`src/design/rilp_pkg.sv`:
```
// ----------------------------------------------------------------------------
// rilp_pkg
// Shared types and constants of the radix integer literal parser.
// ----------------------------------------------------------------------------
package rilp_pkg;

  localparam logic [2:0] ST_OK         = 3'd0;
  localparam logic [2:0] ST_BAD_DIGIT  = 3'd1;
  localparam logic [2:0] ST_BAD_PREFIX = 3'd2;
  localparam logic [2:0] ST_BAD_SYNTAX = 3'd3;
  localparam logic [2:0] ST_OVERFLOW   = 3'd4;

  localparam logic [4:0] RADIX_BIN = 5'd2;
  localparam logic [4:0] RADIX_OCT = 5'd8;
  localparam logic [4:0] RADIX_DEC = 5'd10;
  localparam logic [4:0] RADIX_HEX = 5'd16;

  localparam logic [7:0] CH_0     = 8'h30;
  localparam logic [7:0] CH_9     = 8'h39;
  localparam logic [7:0] CH_LO_A  = 8'h61;
  localparam logic [7:0] CH_LO_Z  = 8'h7A;
  localparam logic [7:0] CH_UP_A  = 8'h41;
  localparam logic [7:0] CH_UP_Z  = 8'h5A;
  localparam logic [7:0] CH_MINUS = 8'h2D;
  localparam logic [7:0] CH_SPACE = 8'h20;
  localparam logic [7:0] CH_LO_B  = 8'h62;
  localparam logic [7:0] CH_LO_O  = 8'h6F;
  localparam logic [7:0] CH_LO_D  = 8'h64;
  localparam logic [7:0] CH_LO_X  = 8'h78;

  localparam logic [7:0] LETTER_BASE = 8'd10;
  localparam logic [7:0] IDX_MAX     = 8'hFF;

  typedef struct packed {
    logic       last;
    logic [7:0] char_code;
  } item_t;

  typedef struct packed {
    logic       is_dec;
    logic       is_alnum;
    logic [5:0] value;
    logic       is_minus;
    logic       is_space;
    logic       is_prefix;
    logic [4:0] prefix_radix;
  } char_class_t;

endpackage

```
`src/design/rilp_in_if.sv`:
```
// ----------------------------------------------------------------------------
// rilp_in_if
// Character channel: one character of a literal per transfer.
// ----------------------------------------------------------------------------
interface rilp_in_if;
  logic       valid;
  logic       ready;
  logic [7:0] char_code;
  logic       end_of_literal;

  modport source (output valid, output char_code, output end_of_literal, input ready);
  modport sink   (input valid, input char_code, input end_of_literal, output ready);
endinterface

```
`src/design/rilp_out_if.sv`:
```
// ----------------------------------------------------------------------------
// rilp_out_if
// Result channel: one parsed literal per transfer.
// ----------------------------------------------------------------------------
interface rilp_out_if #(
  parameter int VALUE_WIDTH = 64
);
  logic                   valid;
  logic                   ready;
  logic [VALUE_WIDTH-1:0] magnitude;
  logic                   negative;
  logic [2:0]             status;
  logic [7:0]             error_position;
  logic [7:0]             error_char;
  logic [4:0]             radix_used;

  modport source (output valid, output magnitude, output negative, output status,
                  output error_position, output error_char, output radix_used,
                  input ready);
  modport sink   (input valid, input magnitude, input negative, input status,
                  input error_position, input error_char, input radix_used,
                  output ready);
endinterface

```
`src/design/radix_integer_literal_parser_top.sv`:
```
// ----------------------------------------------------------------------------
// radix_integer_literal_parser_top
// Parses a signed integer literal with optional 0b/0o/0d/0x prefix, one
// character per transfer, and gives one result per literal.
//
//   channel     dir  payload                                     transfer
//   char_in_i   in   char_code, end_of_literal                   every char
//   result_o    out  magnitude, negative, status, error_position, last char
//                    error_char, radix_used
//
// One character per cycle while no result stalls a last character; a result
// passes the input register, then the parse state and result register.
// The per-character step is a shift-and-add by the radix with a carry check.
// Reset clears parse state and the result register; no clearing pass.
// A stalled result holds its register; the input register still takes one
// more character, and characters that end no literal keep flowing.
// ----------------------------------------------------------------------------
module radix_integer_literal_parser_top #(
  parameter int VALUE_WIDTH = 64
) (
  input  logic       clk_i,
  input  logic       rst_ni,
  rilp_in_if.sink    char_in_i,
  rilp_out_if.source result_o
);

  rilp_pkg::item_t       in_item;
  rilp_pkg::item_t       item;
  rilp_pkg::char_class_t cls;
  logic                  item_valid;
  logic                  advance;

  assign in_item.char_code = char_in_i.char_code;
  assign in_item.last      = char_in_i.end_of_literal;

  rilp_in_reg u_in_reg (
    .clk_i        (clk_i),
    .rst_ni       (rst_ni),
    .in_valid_i   (char_in_i.valid),
    .in_ready_o   (char_in_i.ready),
    .in_item_i    (in_item),
    .advance_i    (advance),
    .item_valid_o (item_valid),
    .item_o       (item)
  );

  rilp_char_decode u_decode (
    .char_code_i (item.char_code),
    .class_o     (cls)
  );

  rilp_parse_core #(
    .VALUE_WIDTH (VALUE_WIDTH)
  ) u_core (
    .clk_i        (clk_i),
    .rst_ni       (rst_ni),
    .item_valid_i (item_valid),
    .item_i       (item),
    .class_i      (cls),
    .advance_o    (advance),
    .res_o        (result_o)
  );

endmodule

```
`src/design/rilp_in_reg.sv`:
```
// ----------------------------------------------------------------------------
// rilp_in_reg
// Input register stage; holds one character until the parser takes it.
// ----------------------------------------------------------------------------
module rilp_in_reg (
  input  logic          clk_i,
  input  logic          rst_ni,
  input  logic          in_valid_i,
  output logic          in_ready_o,
  input  rilp_pkg::item_t in_item_i,
  input  logic          advance_i,
  output logic          item_valid_o,
  output rilp_pkg::item_t item_o
);

  logic            valid_q;
  rilp_pkg::item_t item_q;

  assign in_ready_o   = !valid_q || advance_i;
  assign item_valid_o = valid_q;
  assign item_o       = item_q;

  always_ff @(posedge clk_i or negedge rst_ni) begin
    if (!rst_ni) begin
      valid_q <= 1'b0;
      item_q  <= '0;
    end else if (in_valid_i && in_ready_o) begin
      valid_q <= 1'b1;
      item_q  <= in_item_i;
    end else if (advance_i) begin
      valid_q <= 1'b0;
    end
  end

endmodule

```
`src/design/rilp_char_decode.sv`:
```
// ----------------------------------------------------------------------------
// rilp_char_decode
// Classifies one character: digit value, sign, space and radix prefix letter.
// ----------------------------------------------------------------------------
module rilp_char_decode (
  input  logic [7:0]              char_code_i,
  output rilp_pkg::char_class_t   class_o
);

  logic       is_dec;
  logic       is_lo;
  logic       is_up;
  logic [7:0] val8;

  assign is_dec = (char_code_i >= rilp_pkg::CH_0) && (char_code_i <= rilp_pkg::CH_9);
  assign is_lo  = (char_code_i >= rilp_pkg::CH_LO_A) && (char_code_i <= rilp_pkg::CH_LO_Z);
  assign is_up  = (char_code_i >= rilp_pkg::CH_UP_A) && (char_code_i <= rilp_pkg::CH_UP_Z);

  always_comb begin
    if (is_lo) begin
      val8 = char_code_i - rilp_pkg::CH_LO_A + rilp_pkg::LETTER_BASE;
    end else if (is_up) begin
      val8 = char_code_i - rilp_pkg::CH_UP_A + rilp_pkg::LETTER_BASE;
    end else begin
      val8 = char_code_i - rilp_pkg::CH_0;
    end
  end

  always_comb begin
    class_o.is_dec    = is_dec;
    class_o.is_alnum  = is_dec || is_lo || is_up;
    class_o.value     = val8[5:0];
    class_o.is_minus  = (char_code_i == rilp_pkg::CH_MINUS);
    class_o.is_space  = (char_code_i == rilp_pkg::CH_SPACE);
    class_o.is_prefix = 1'b1;
    case (char_code_i)
      rilp_pkg::CH_LO_B: class_o.prefix_radix = rilp_pkg::RADIX_BIN;
      rilp_pkg::CH_LO_O: class_o.prefix_radix = rilp_pkg::RADIX_OCT;
      rilp_pkg::CH_LO_D: class_o.prefix_radix = rilp_pkg::RADIX_DEC;
      rilp_pkg::CH_LO_X: class_o.prefix_radix = rilp_pkg::RADIX_HEX;
      default: begin
        class_o.is_prefix    = 1'b0;
        class_o.prefix_radix = rilp_pkg::RADIX_DEC;
      end
    endcase
  end

endmodule

```
`src/design/rilp_parse_core.sv`:
```
// ----------------------------------------------------------------------------
// rilp_parse_core
// Parse state, shift-and-add accumulation with overflow check, result register.
// ----------------------------------------------------------------------------
module rilp_parse_core #(
  parameter int VALUE_WIDTH = 64
) (
  input  logic                  clk_i,
  input  logic                  rst_ni,
  input  logic                  item_valid_i,
  input  rilp_pkg::item_t       item_i,
  input  rilp_pkg::char_class_t class_i,
  output logic                  advance_o,
  rilp_out_if.source            res_o
);

  localparam int EXT_W = VALUE_WIDTH + 5;

  typedef enum logic [2:0] {
    PH_START,
    PH_AFTER_SIGN,
    PH_SAW_ZERO,
    PH_PREFIX_DONE,
    PH_DIGITS,
    PH_ERROR
  } phase_e;

  phase_e                 phase_q, phase_s, phase_d;
  logic [VALUE_WIDTH-1:0] acc_q, acc_s, acc_d;
  logic [4:0]             radix_q, radix_s, radix_d;
  logic [7:0]             idx_q, idx_s, idx_d;
  logic                   sign_q, sign_s, sign_d;
  logic [2:0]             ecode_q, ecode_s, ecode_d;
  logic [7:0]             eidx_q, eidx_s, eidx_d;
  logic [7:0]             ech_q, ech_s, ech_d;

  logic                   res_valid_q;
  logic [VALUE_WIDTH-1:0] res_mag_q, res_mag_d;
  logic                   res_neg_q;
  logic [2:0]             res_status_q, res_status_d;
  logic [7:0]             res_pos_q, res_pos_d;
  logic [7:0]             res_ch_q, res_ch_d;
  logic [4:0]             res_radix_q;

  logic [EXT_W-1:0]       ext;
  logic [EXT_W-1:0]       prod;
  logic [EXT_W-1:0]       sum;
  logic                   ovf;
  logic                   feed_err;
  logic [2:0]             feed_code;
  logic                   take_first;
  logic                   take_feed;
  logic                   step_en;

  assign advance_o = !item_i.last || !res_valid_q || res_o.ready;
  assign step_en   = item_valid_i && advance_o;

  assign ext = {5'b0, acc_q};

  always_comb begin
    case (radix_q)
      rilp_pkg::RADIX_BIN: prod = ext << 1;
      rilp_pkg::RADIX_OCT: prod = ext << 3;
      rilp_pkg::RADIX_HEX: prod = ext << 4;
      default:             prod = (ext << 3) + (ext << 1);
    endcase
  end

  assign sum = prod + EXT_W'(class_i.value);
  assign ovf = |sum[EXT_W-1:VALUE_WIDTH];

  always_comb begin
    feed_err  = 1'b1;
    feed_code = rilp_pkg::ST_OK;
    if (!class_i.is_alnum) begin
      feed_code = rilp_pkg::ST_BAD_SYNTAX;
    end else if (class_i.value >= {1'b0, radix_q}) begin
      feed_code = rilp_pkg::ST_BAD_DIGIT;
    end else if (ovf) begin
      feed_code = rilp_pkg::ST_OVERFLOW;
    end else begin
      feed_err = 1'b0;
    end
  end

  always_comb begin
    phase_s    = phase_q;
    acc_s      = acc_q;
    radix_s    = radix_q;
    idx_s      = idx_q;
    sign_s     = sign_q;
    ecode_s    = ecode_q;
    eidx_s     = eidx_q;
    ech_s      = ech_q;
    take_first = 1'b0;
    take_feed  = 1'b0;

    unique case (phase_q)
      PH_START: begin
        if (class_i.is_minus) begin
          sign_s  = 1'b1;
          phase_s = PH_AFTER_SIGN;
        end else begin
          take_first = 1'b1;
        end
      end
      PH_AFTER_SIGN: begin
        take_first = !class_i.is_space;
      end
      PH_SAW_ZERO: begin
        if (class_i.is_prefix) begin
          radix_s = class_i.prefix_radix;
          acc_s   = '0;
          idx_s   = '0;
          phase_s = PH_PREFIX_DONE;
        end else begin
          take_feed = 1'b1;
        end
      end
      PH_PREFIX_DONE, PH_DIGITS: begin
        take_feed = 1'b1;
      end
      default: ;
    endcase

    if (take_first) begin
      if (class_i.is_dec) begin
        take_feed = 1'b1;
      end else begin
        ecode_s = rilp_pkg::ST_BAD_PREFIX;
        eidx_s  = '0;
        ech_s   = '0;
        phase_s = PH_ERROR;
      end
    end

    if (take_feed) begin
      if (feed_err) begin
        ecode_s = feed_code;
        eidx_s  = idx_q;
        ech_s   = item_i.char_code;
        phase_s = PH_ERROR;
      end else begin
        acc_s   = sum[VALUE_WIDTH-1:0];
        idx_s   = (idx_q == rilp_pkg::IDX_MAX) ? idx_q : idx_q + 8'd1;
        phase_s = PH_DIGITS;
      end
    end

    // a leading zero that may start a radix prefix
    if (take_first && class_i.is_dec && class_i.value == '0) begin
      phase_s = PH_SAW_ZERO;
    end
  end

  always_comb begin
    res_status_d = rilp_pkg::ST_OK;
    res_pos_d    = '0;
    res_ch_d     = '0;
    res_mag_d    = acc_s;
    if (phase_s == PH_START || phase_s == PH_AFTER_SIGN) begin
      res_status_d = rilp_pkg::ST_BAD_PREFIX;
      res_mag_d    = '0;
    end else if (phase_s == PH_PREFIX_DONE) begin
      res_status_d = rilp_pkg::ST_BAD_SYNTAX;
      res_mag_d    = '0;
    end else if (phase_s == PH_ERROR) begin
      res_status_d = ecode_s;
      res_pos_d    = eidx_s;
      res_ch_d     = ech_s;
      res_mag_d    = '0;
    end

    if (item_i.last) begin
      phase_d = PH_START;
      acc_d   = '0;
      radix_d = rilp_pkg::RADIX_DEC;
      idx_d   = '0;
      sign_d  = 1'b0;
      ecode_d = rilp_pkg::ST_OK;
      eidx_d  = '0;
      ech_d   = '0;
    end else begin
      phase_d = phase_s;
      acc_d   = acc_s;
      radix_d = radix_s;
      idx_d   = idx_s;
      sign_d  = sign_s;
      ecode_d = ecode_s;
      eidx_d  = eidx_s;
      ech_d   = ech_s;
    end
  end

  always_ff @(posedge clk_i or negedge rst_ni) begin
    if (!rst_ni) begin
      phase_q      <= PH_START;
      acc_q        <= '0;
      radix_q      <= rilp_pkg::RADIX_DEC;
      idx_q        <= '0;
      sign_q       <= 1'b0;
      ecode_q      <= rilp_pkg::ST_OK;
      eidx_q       <= '0;
      ech_q        <= '0;
      res_valid_q  <= 1'b0;
      res_mag_q    <= '0;
      res_neg_q    <= 1'b0;
      res_status_q <= rilp_pkg::ST_OK;
      res_pos_q    <= '0;
      res_ch_q     <= '0;
      res_radix_q  <= rilp_pkg::RADIX_DEC;
    end else begin
      if (step_en) begin
        phase_q <= phase_d;
        acc_q   <= acc_d;
        radix_q <= radix_d;
        idx_q   <= idx_d;
        sign_q  <= sign_d;
        ecode_q <= ecode_d;
        eidx_q  <= eidx_d;
        ech_q   <= ech_d;
      end
      if (step_en && item_i.last) begin
        res_valid_q  <= 1'b1;
        res_mag_q    <= res_mag_d;
        res_neg_q    <= sign_s;
        res_status_q <= res_status_d;
        res_pos_q    <= res_pos_d;
        res_ch_q     <= res_ch_d;
        res_radix_q  <= radix_s;
      end else if (res_o.ready) begin
        res_valid_q <= 1'b0;
      end
    end
  end

  assign res_o.valid          = res_valid_q;
  assign res_o.magnitude      = res_mag_q;
  assign res_o.negative       = res_neg_q;
  assign res_o.status         = res_status_q;
  assign res_o.error_position = res_pos_q;
  assign res_o.error_char     = res_ch_q;
  assign res_o.radix_used     = res_radix_q;

endmodule

```
`src/flat_wrapper.sv`:
```
// flat-port wrapper written by rule: the top's interface ports become plain ports
module radix_integer_literal_parser_top_flat 
#(
  parameter int VALUE_WIDTH = 64
)
  (clk_i, rst_ni, char_in_i_valid, char_in_i_char_code, char_in_i_end_of_literal, char_in_i_ready, result_o_valid, result_o_magnitude, result_o_negative, result_o_status, result_o_error_position, result_o_error_char, result_o_radix_used, result_o_ready);
  rilp_in_if char_in_i_i ();
  rilp_out_if #(.VALUE_WIDTH(VALUE_WIDTH)) result_o_i ();
  input  logic clk_i;
  input  logic rst_ni;
  input wire logic [$bits(char_in_i_i.valid)-1:0] char_in_i_valid;
  input wire logic [$bits(char_in_i_i.char_code)-1:0] char_in_i_char_code;
  input wire logic [$bits(char_in_i_i.end_of_literal)-1:0] char_in_i_end_of_literal;
  output wire logic [$bits(char_in_i_i.ready)-1:0] char_in_i_ready;
  output wire logic [$bits(result_o_i.valid)-1:0] result_o_valid;
  output wire logic [$bits(result_o_i.magnitude)-1:0] result_o_magnitude;
  output wire logic [$bits(result_o_i.negative)-1:0] result_o_negative;
  output wire logic [$bits(result_o_i.status)-1:0] result_o_status;
  output wire logic [$bits(result_o_i.error_position)-1:0] result_o_error_position;
  output wire logic [$bits(result_o_i.error_char)-1:0] result_o_error_char;
  output wire logic [$bits(result_o_i.radix_used)-1:0] result_o_radix_used;
  input wire logic [$bits(result_o_i.ready)-1:0] result_o_ready;
  assign char_in_i_i.valid = char_in_i_valid;
  assign char_in_i_i.char_code = char_in_i_char_code;
  assign char_in_i_i.end_of_literal = char_in_i_end_of_literal;
  assign char_in_i_ready = char_in_i_i.ready;
  assign result_o_valid = result_o_i.valid;
  assign result_o_magnitude = result_o_i.magnitude;
  assign result_o_negative = result_o_i.negative;
  assign result_o_status = result_o_i.status;
  assign result_o_error_position = result_o_i.error_position;
  assign result_o_error_char = result_o_i.error_char;
  assign result_o_radix_used = result_o_i.radix_used;
  assign result_o_i.ready = result_o_ready;
  radix_integer_literal_parser_top #(.VALUE_WIDTH(VALUE_WIDTH)) u_core (.clk_i(clk_i), .rst_ni(rst_ni), .char_in_i(char_in_i_i), .result_o(result_o_i));
endmodule
```
`config.mk`:
```
export PLATFORM = sky130hd
export DESIGN_NAME = radix_integer_literal_parser_top_flat
export DESIGN_NICKNAME = d
export VERILOG_FILES = /design/src/design/rilp_pkg.sv /design/src/design/rilp_in_if.sv /design/src/design/rilp_out_if.sv /design/src/design/radix_integer_literal_parser_top.sv /design/src/design/rilp_in_reg.sv /design/src/design/rilp_char_decode.sv /design/src/design/rilp_parse_core.sv /design/src/flat_wrapper.sv
export SDC_FILE = /design/constraint.sdc
export NUM_CORES = 1
export LEC_CHECK = 0
export BUFFER_PORTS_ARGS = -buffer_cell sky130_fd_sc_hd__buf_2
export CELL_PAD_IN_SITES_DETAIL_PLACEMENT = 0
export CELL_PAD_IN_SITES_GLOBAL_PLACEMENT = 1
export CORE_MARGIN = 2
export CORE_UTILIZATION = 51
export CTS_CLUSTER_DIAMETER = 80
export DETAILED_ROUTE_END_ITERATION = 8
export PLACE_DENSITY = 0.9
export SETUP_SLACK_MARGIN = 0.1
export SYNTH_ARGS = -nofsm -noshare
export SYNTH_HDL_FRONTEND = slang
export SYNTH_SLANG_ARGS = --single-unit
```
`constraint.sdc`:
```
create_clock -name clk_i -period 12.6 [get_ports clk_i]
set_input_delay 1.26 -clock clk_i [delete_from_list [all_inputs] [get_ports clk_i]]
set_output_delay 1.26 -clock clk_i [all_outputs]
set_load 0.01 [all_outputs]
```
=== After elaboration in Yosys (flattened, before gate mapping) ===
Index checks and enable logic that the tools add are counted.

* Register bits: 200
* Input bits: 13
* Logic and storage cells: 152

* Add/sub/neg operators: 8
* $lt $le $gt $ge: 7
* Equal/unequal tests: 18
* Muxes and demuxes: 74
* Reduce and logical (&&, ||, !) cells: 27

{| class="wikitable"
|+ Operator list
! cell !! number
|-
| 64-bit 2-to-1 mux || 8
|-
| 69-bit case mux with 3 select lines || 1
|-
| 8-bit 2-to-1 mux || 22
|-
| 69-bit by 6-bit adder with 69-bit output || 1
|-
| 67-bit by 65-bit adder with 68-bit output || 1
|-
| 3-bit 2-to-1 mux || 18
|-
| 8-bit by 7-bit == test with 1-bit output, second input constant || 4
|-
| 8-bit by 6-bit == test with 1-bit output, second input constant || 2
|-
| 8-bit by 7-bit >= comparator with 1-bit output, second input constant || 2
|-
| 8-bit by 7-bit <= comparator with 1-bit output, second input constant || 2
|-
| 1-bit 2-to-1 mux || 16
|-
| 5-bit 2-to-1 mux || 3
|-
| 5-bit case mux with 3 select lines || 1
|-
| 6-bit by 4-bit adder with 6-bit output, second input constant || 2
|-
| 6-bit 2-to-1 mux || 2
|-
| 6-bit subtractor, second input constant || 2
|-
| 3-bit by 2-bit == test with 1-bit output, second input constant || 3
|-
| 8-bit by 1-bit adder with 8-bit output, second input constant || 1
|-
| 8-bit == test, second input constant || 1
|-
| 8-bit by 6-bit >= comparator with 1-bit output, second input constant || 1
|-
| 8-bit by 6-bit <= comparator with 1-bit output, second input constant || 1
|-
| 1-bit logical AND || 8
|-
| 3-bit by 1-bit == test with 1-bit output, second input constant || 2
|-
| 3-bit == test, second input constant || 2
|-
| other kinds (17) || 28
|}

=== Logic depth before layout (Yosys ltp) ===
* Word-level depth: 16
* Mapped depth: 29

=== Cells and area by module ===
Synthesis repeated with hierarchy kept, for this count alone.

* Cells, all modules: 2,164
* Area total of the unflattened synthesis: 17,837.1 um^2

{| class="wikitable"
|+ By module, submodules not included
! module !! instances !! cells an instance !! area each (um^2) !! seq. area each (um^2)
|-
| rilp_parse_core || 1 || 2,069 || 16,889.9 || 4,759.6
|-
| rilp_char_decode || 1 || 73 || 521.8 || 0.0
|-
| rilp_in_reg || 1 || 22 || 425.4 || 250.2
|}

=== Worst setup path after synthesis ===
No wires, ideal clock.

* Path kind: reg-to-reg
* Start point: reg u_core.u_core.radix_q[1]
* End point: reg u_core.u_core.ech_q[7]
* Setup time: 0.065 ns
* Arrival: 6.014 ns
* Data required time: 12.535 ns
* Path slack: 6.520 ns
* Cell stages (with the launch flop): 27
* Clock period less this slack: 6.080 ns
* Cells stage by stage: dfstp_2 nand2b_1 buf_2 a211oi_4 nor2_4 buf_2 clkbuf_1 buf_2 buf_1 buf_1 a222oi_1 inv_1 ha_1 a21oi_1 o21bai_1 a21oi_1 nor4_2 and3_1 nand3_2 or4_1 nor4_2 o211ai_2 nor3_4 a21oi_2 o21ai_4 buf_4 a22o_1

* Word-level cells in the longest chain between the ends: 10
* Elaborated cells between the ends (all ways): 13
* Those cells by class: add/sub: 1; order compare: 1; eq/ne: 3; mux: 7; reduce/logical: 1

{| class="wikitable"
|+ RTL lines
! element !! RTL line !! source
|-
| start: declaration || rilp_parse_core.sv:30 || <nowiki>logic [4:0] radix_q, radix_s, radix_d;</nowiki>
|-
| start signal: assignment || rilp_parse_core.sv:199 || <nowiki>radix_q <= rilp_pkg::RADIX_DEC;</nowiki>
|-
| start signal: assignment || rilp_parse_core.sv:216 || <nowiki>radix_q <= radix_d;</nowiki>
|-
| 5-bit == test (tied with other cells) || rilp_parse_core.sv:61 || <nowiki>case (radix_q)</nowiki>
|-
| 69-bit case mux with 3 select lines || rilp_parse_core.sv:61 ||
|-
| 69-bit by 6-bit adder with 69-bit output || rilp_parse_core.sv:69 || <nowiki>assign sum = prod + EXT_W'(class_i.value);</nowiki>
|-
| 5-bit OR reduction || rilp_parse_core.sv:70 || <nowiki>assign ovf = |sum[EXT_W-1:VALUE_WIDTH];</nowiki>
|-
| 1-bit 2-to-1 mux || rilp_parse_core.sv:79 || <nowiki>end else if (ovf) begin</nowiki>
|-
| 1-bit 2-to-1 mux * || rilp_parse_core.sv:77 || <nowiki>end else if (class_i.value >= {1'b0, radix_q}) begin</nowiki>
|-
| 1-bit 2-to-1 mux * || rilp_parse_core.sv:75 || <nowiki>if (!class_i.is_alnum) begin</nowiki>
|-
| 8-bit 2-to-1 mux * || rilp_parse_core.sv:138 || <nowiki>if (feed_err) begin</nowiki>
|-
| 8-bit 2-to-1 mux * || rilp_parse_core.sv:137 || <nowiki>if (take_feed) begin</nowiki>
|-
| 8-bit 2-to-1 mux * || rilp_parse_core.sv:174 || <nowiki>if (item_i.last) begin</nowiki>
|-
| end signal: assignment || rilp_parse_core.sv:221 || <nowiki>ech_q <= ech_d;</nowiki>
|-
| end: declaration || rilp_parse_core.sv:35 || <nowiki>logic [7:0] ech_q, ech_s, ech_d;</nowiki>
|}

Every way passes the cells marked *; elsewhere a longest branch is shown, timed or not.
A chain may end at the register's enable or synchronous reset.

=== Worst setup path in the final report ===
* Start point: reg u_core.u_in_reg.item_q, in the netlist u_core.u_in_reg.item_o[0]
* End point: reg u_core.u_core.res_mag_q[4] (netlist: u_core.u_core.res_o.magnitude[4])

* Word-level cells in the longest chain between the ends: 16
* Elaborated cells between the ends (all ways): 62
* Those cells by class: add/sub: 6; order compare: 7; eq/ne: 9; mux: 27; reduce/logical: 13

{| class="wikitable"
|+ RTL lines
! element !! RTL line !! source
|-
| start: declaration || rilp_in_reg.sv:17 || <nowiki>rilp_pkg::item_t item_q;</nowiki>
|-
| start signal: assignment || rilp_in_reg.sv:29 || <nowiki>item_q <= in_item_i;</nowiki>
|-
| 6-bit by 1-bit subtractor with 6-bit output (tied with other cells) || rilp_char_decode.sv:23 || <nowiki>val8 = char_code_i - rilp_pkg::CH_UP_A + rilp_pkg::LETTER_BASE;</nowiki>
|-
| 6-bit by 4-bit adder with 6-bit output or 1-bit logical AND (tied branches) || rilp_char_decode.sv:23, rilp_char_decode.sv:17 ||
|-
| 6-bit 2-to-1 mux || rilp_char_decode.sv:22 || <nowiki>end else if (is_up) begin</nowiki>
|-
| 6-bit 2-to-1 mux || rilp_char_decode.sv:20 || <nowiki>if (is_lo) begin</nowiki>
|-
| 69-bit by 6-bit adder with 69-bit output || rilp_parse_core.sv:69 ||
|-
| 5-bit OR reduction || rilp_parse_core.sv:70 ||
|-
| 1-bit 2-to-1 mux || rilp_parse_core.sv:79 ||
|-
| 1-bit 2-to-1 mux || rilp_parse_core.sv:77 ||
|-
| 1-bit 2-to-1 mux || rilp_parse_core.sv:75 ||
|-
| 1-bit 2-to-1 mux || rilp_parse_core.sv:138 ||
|-
| 3-bit 2-to-1 mux || rilp_parse_core.sv:137 ||
|-
| 3-bit 2-to-1 mux || rilp_parse_core.sv:151 || <nowiki>if (take_first && class_i.is_dec && class_i.value == '0) begin</nowiki>
|-
| 3-bit == test || rilp_parse_core.sv:167 || <nowiki>end else if (phase_s == PH_ERROR) begin</nowiki>
|-
| 64-bit 2-to-1 mux || rilp_parse_core.sv:167 ||
|-
| 64-bit 2-to-1 mux || rilp_parse_core.sv:164 || <nowiki>end else if (phase_s == PH_PREFIX_DONE) begin</nowiki>
|-
| 64-bit 2-to-1 mux * || rilp_parse_core.sv:161 || <nowiki>if (phase_s == PH_START || phase_s == PH_AFTER_SIGN) begin</nowiki>
|-
| end signal: assignment || rilp_parse_core.sv:225 || <nowiki>res_mag_q <= res_mag_d;</nowiki>
|-
| end: declaration || rilp_parse_core.sv:38 || <nowiki>logic [VALUE_WIDTH-1:0] res_mag_q, res_mag_d;</nowiki>
|}

Marks and branches as above.

==> results.md <==
- Fill cells: 3,206
- Syn nets: 2,262
- Slew @ Worst Pin: 1.17 ns
- # diodes: 0
- Worst Path Required: 12.96 ns
- Core area: 0.0337 sq mm
- Power Density: 84.1 mW/mm^2
- Area leader, netlist: dfrtp_1
- Register bit total from synthesis: 200
- Leakage Power: 7.80 nW
- DRC viols: 0
- Final Util: 55.5%
- Fraction of layout cells with a size suffix above 1: 10.4%
- Worst min-delay path class: reg2reg
- Final setup violating endpoints: 0
- Number of synthesized flops with an enable pin: 0
- Cell mode on critical path: inv_1
- Total number of vias: 18,300
- Logic pwr share: 17.5%
- Crit start category: register
- Clk slew on worst S/H paths: 0.07 ns
- TritonCTS Buffers: 17
- Initial antenna violation count: 0
- Final Hold Viols: 0
- Count leader, synth: nand2_1
- Power consumption: 1.57 mW
- Clock Power Share: 37.4%
- Internal Power: 1.08 mW
- Synth cell types: 107
- Clock sinks: 200
- Tcrit/Tclk final: 61.9%
- Routed wire length per instance: 24.5 um
- Max-cap violations: 0
- Worst rel slew slack: 21.7%
- Largest net degree at the start of global routing: 126
- Postcts setup bufs: 0
- Final net count: 2,256
- Post-CTS sizing: 0
- Routability congestion estimate: 1.00
- Overall Global Routing Usage: 35.5%
- Row cnt: 67
- Synthesis-to-layout area growth: 6.75%
- Reg power frac: 45.0%
- Worst-path fanout max: 63
- Crit. End Element: register
- Post-route clock skew: 0.0136 ns
- Post-Synth Simple-Gate Area: 22.9%
- Hold buffers post-CTS: 0
- CTS root buffer: clkbuf_16
- Cell count after synthesis: 2,165
- First-pass GRT wire length: 99,600 um
- Clock Latency Late Sink: 0.44 ns
- Post-Synthesis Cell Area: 0.0175 sq mm
- Ys async rst share: 100%
- Dpl hpwl: 47,900 um
- Die footprint: 0.0359 sq mm
- Post-route setup TNS: 0 ns
- Seq/Total Area, Yosys: 28.6%
- Critical path class: reg2reg
- DRT antenna net count: 0
- Clock buffer depth: 2
- Ports: 104
- Input/output buffers: 103
- Gr ovfl total: 0
- Starting Density: 52.0%
- H-tree depth: 4
- Synth Flop Type: dfrtp_1
- Peak supply drop: 0.000139 V
- Mean post-synth cell area: 8.10 sq um
- Mux contribution to synthesized area: 1.74%
- Main combinational cell family by area after synthesis: compound AO/OA/AOI/OAI gates
- Overall die height: 189 um
- Status: complete, no violations
- Vias per cell: 6.97
- Crit path DAT: 8.16 ns
- CTS tree: done
- Slew Limit Fails: 0
- Die X: 189 um
- Top cells by area, synth: dfrtp_1, nand2_1, ha_1
- Iter 0 DRT Violations: 2,097
- Post-synthesis adder-cell area fraction: 6.08%
- Detailed Route WL: 64,100 um
- RSZ-0062 raised after global routing: false
- Crit-path slowest cell: nor4_2
- Sw Ratio: 31.4%
- Drt first pass iters: 5
- Complex-gate fraction of the synthesized area: 31.3%
- NetSw: 0.494 mW
- Final min period: 7.79 ns
- CP peak stage delay: 0.75 ns
- Most frequent cells after synthesis: nand2_1, dfrtp_1, a21oi_1
- Syn. warnings: 0
- Fmax: 0.128 GHz
- Post-Synth XOR/XNOR Area: 4.65%
- Share of the synthesized area in the top cell type: 28.0%
- Vias in the first global route: 17,100
through the flow:
step / instances / setup slack, ns / hold WS, ns / area, sq um
3_5_place_dp: 2588 / 4.95 / 0.452 / 18100
3_3_place_gp: 2588 / 5.19 / 0.447 / 18100
4_1_cts: 2620 / 4.93 / 0.469 / 18700
5_1_grt: 2620 / 4.33 / 0.488 / 18700
6_report: 2620 / 4.81 / 0.464 / 18700
2_1_floorplan: 2165 / 6.52 / 0.450 / 17500
power by group through the flow:
stage	Clock [mW]	Combinational, mW	Sequential [mW]
after floorplan	0	0.177	0.713
after global placement	0	0.269	0.718
after detailed placement	0	0.274	0.719
after CTS	0.597	0.276	0.707
after global routing	0.622	0.302	0.713
final	0.589	0.276	0.709
cells in the final DEF, fill, tap and decap left out, types with 32 or more instances in the layout:
master	count
nor2_1	152
o21ai_1	69
a22oi_1	55
nand4_1	55
dfrtp_1	196
and3_1	36
a22o_1	61
nand2_1	276
o21ai_0	117
a21oi_1	193
nor3_1	39
and2_1	41
ha_1	82
xor2_1	32
buf_2	102
xnor2_1	61
critical path, delay by kind of cell (launching register included):
kind                     cells  cell delay (ns)
buffers and inverters        5             1.29
AO/OA/AOI/OAI                8             1.32
flip-flops                   1             0.54
XOR/XNOR                     1             0.44
adder cells (fa/ha/maj)      2             0.76
AND/OR/NAND/NOR             11             3.24
metal layers:
metal  GRT usage, %  wire (um)  up-vias
li1               -          -     8192
met1           51.3      27600     9003
met2           54.0      28200      942
met3           5.62       6330      117
met4           11.9       1940        0
met5              0          0        -
sequential cells by signal (all words and copies together), names as in the netlist:
| signal | cells |
|---|---|
| u_core.u_in_reg.item_o | 9 |
| u_core.u_core.res_o.error_char | 8 |
| u_core.u_core.eidx_q | 8 |
| u_core.u_core.res_o.negative | 1 |
| u_core.u_core.res_o.magnitude | 64 |
| u_core.u_core.idx_q | 8 |
| u_core.u_core.acc_q | 64 |
| u_core.u_core.ech_q | 8 |
| u_core.u_core.res_o.valid | 1 |
| u_core.u_core.radix_q | 5 |
| u_core.u_core.ecode_q | 3 |
| u_core.u_core.res_o.status | 3 |
| u_core.u_core.res_o.error_position | 8 |
| u_core.u_in_reg.item_valid_o | 1 |
| u_core.u_core.phase_q | 3 |
| u_core.u_core.res_o.radix_used | 5 |
| u_core.u_core.sign_q | 1 |
logic make-up after synthesis:
group,after synthesis
DFF,200
AOI/OAI and AO/OA,802
and+or+nand+nor,778
xor gates and xnor gates,93
buffers and inverters,179
adders and majority gates,84
muxes,29
path summary, 6_finish.rpt:
kind / from / end / slack [ns] / depth (start not counted)
worst max-delay path: u_core.u_in_reg.item_o[0] / u_core.u_core.res_o.magnitude[4] / 4.81 / 27
worst min-delay path: u_core.u_core.res_o.status[1] / u_core.u_core.res_o.status[1] / 0.46 / 2
worst max register to register: u_core.u_in_reg.item_o[0] / u_core.u_core.res_o.magnitude[4] / 4.81 / 27
worst min register to register: u_core.u_core.res_o.status[1] / u_core.u_core.res_o.status[1] / 0.46 / 2
max in group asynchronous: rst_ni / u_core.u_core.acc_q[63] / 10.06 / 2
min in group asynchronous: rst_ni / u_core.u_core.res_o.magnitude[10] / 0.95 / 1
layout make-up:
class                           count  area, sq um  area share (%)
Clock buffer                       18          439            2.35
Clock inverter                     14          189            1.01
Inverter                           32          120           0.642
Multi-Input combinational cell   1786        11700            62.7
Tap cell                          448          561            2.99
Timing Repair Buffer              122          667            3.56
Sequential cell                   200         5010            26.8
Note: power is estimated with default switching activity, not from simulation.
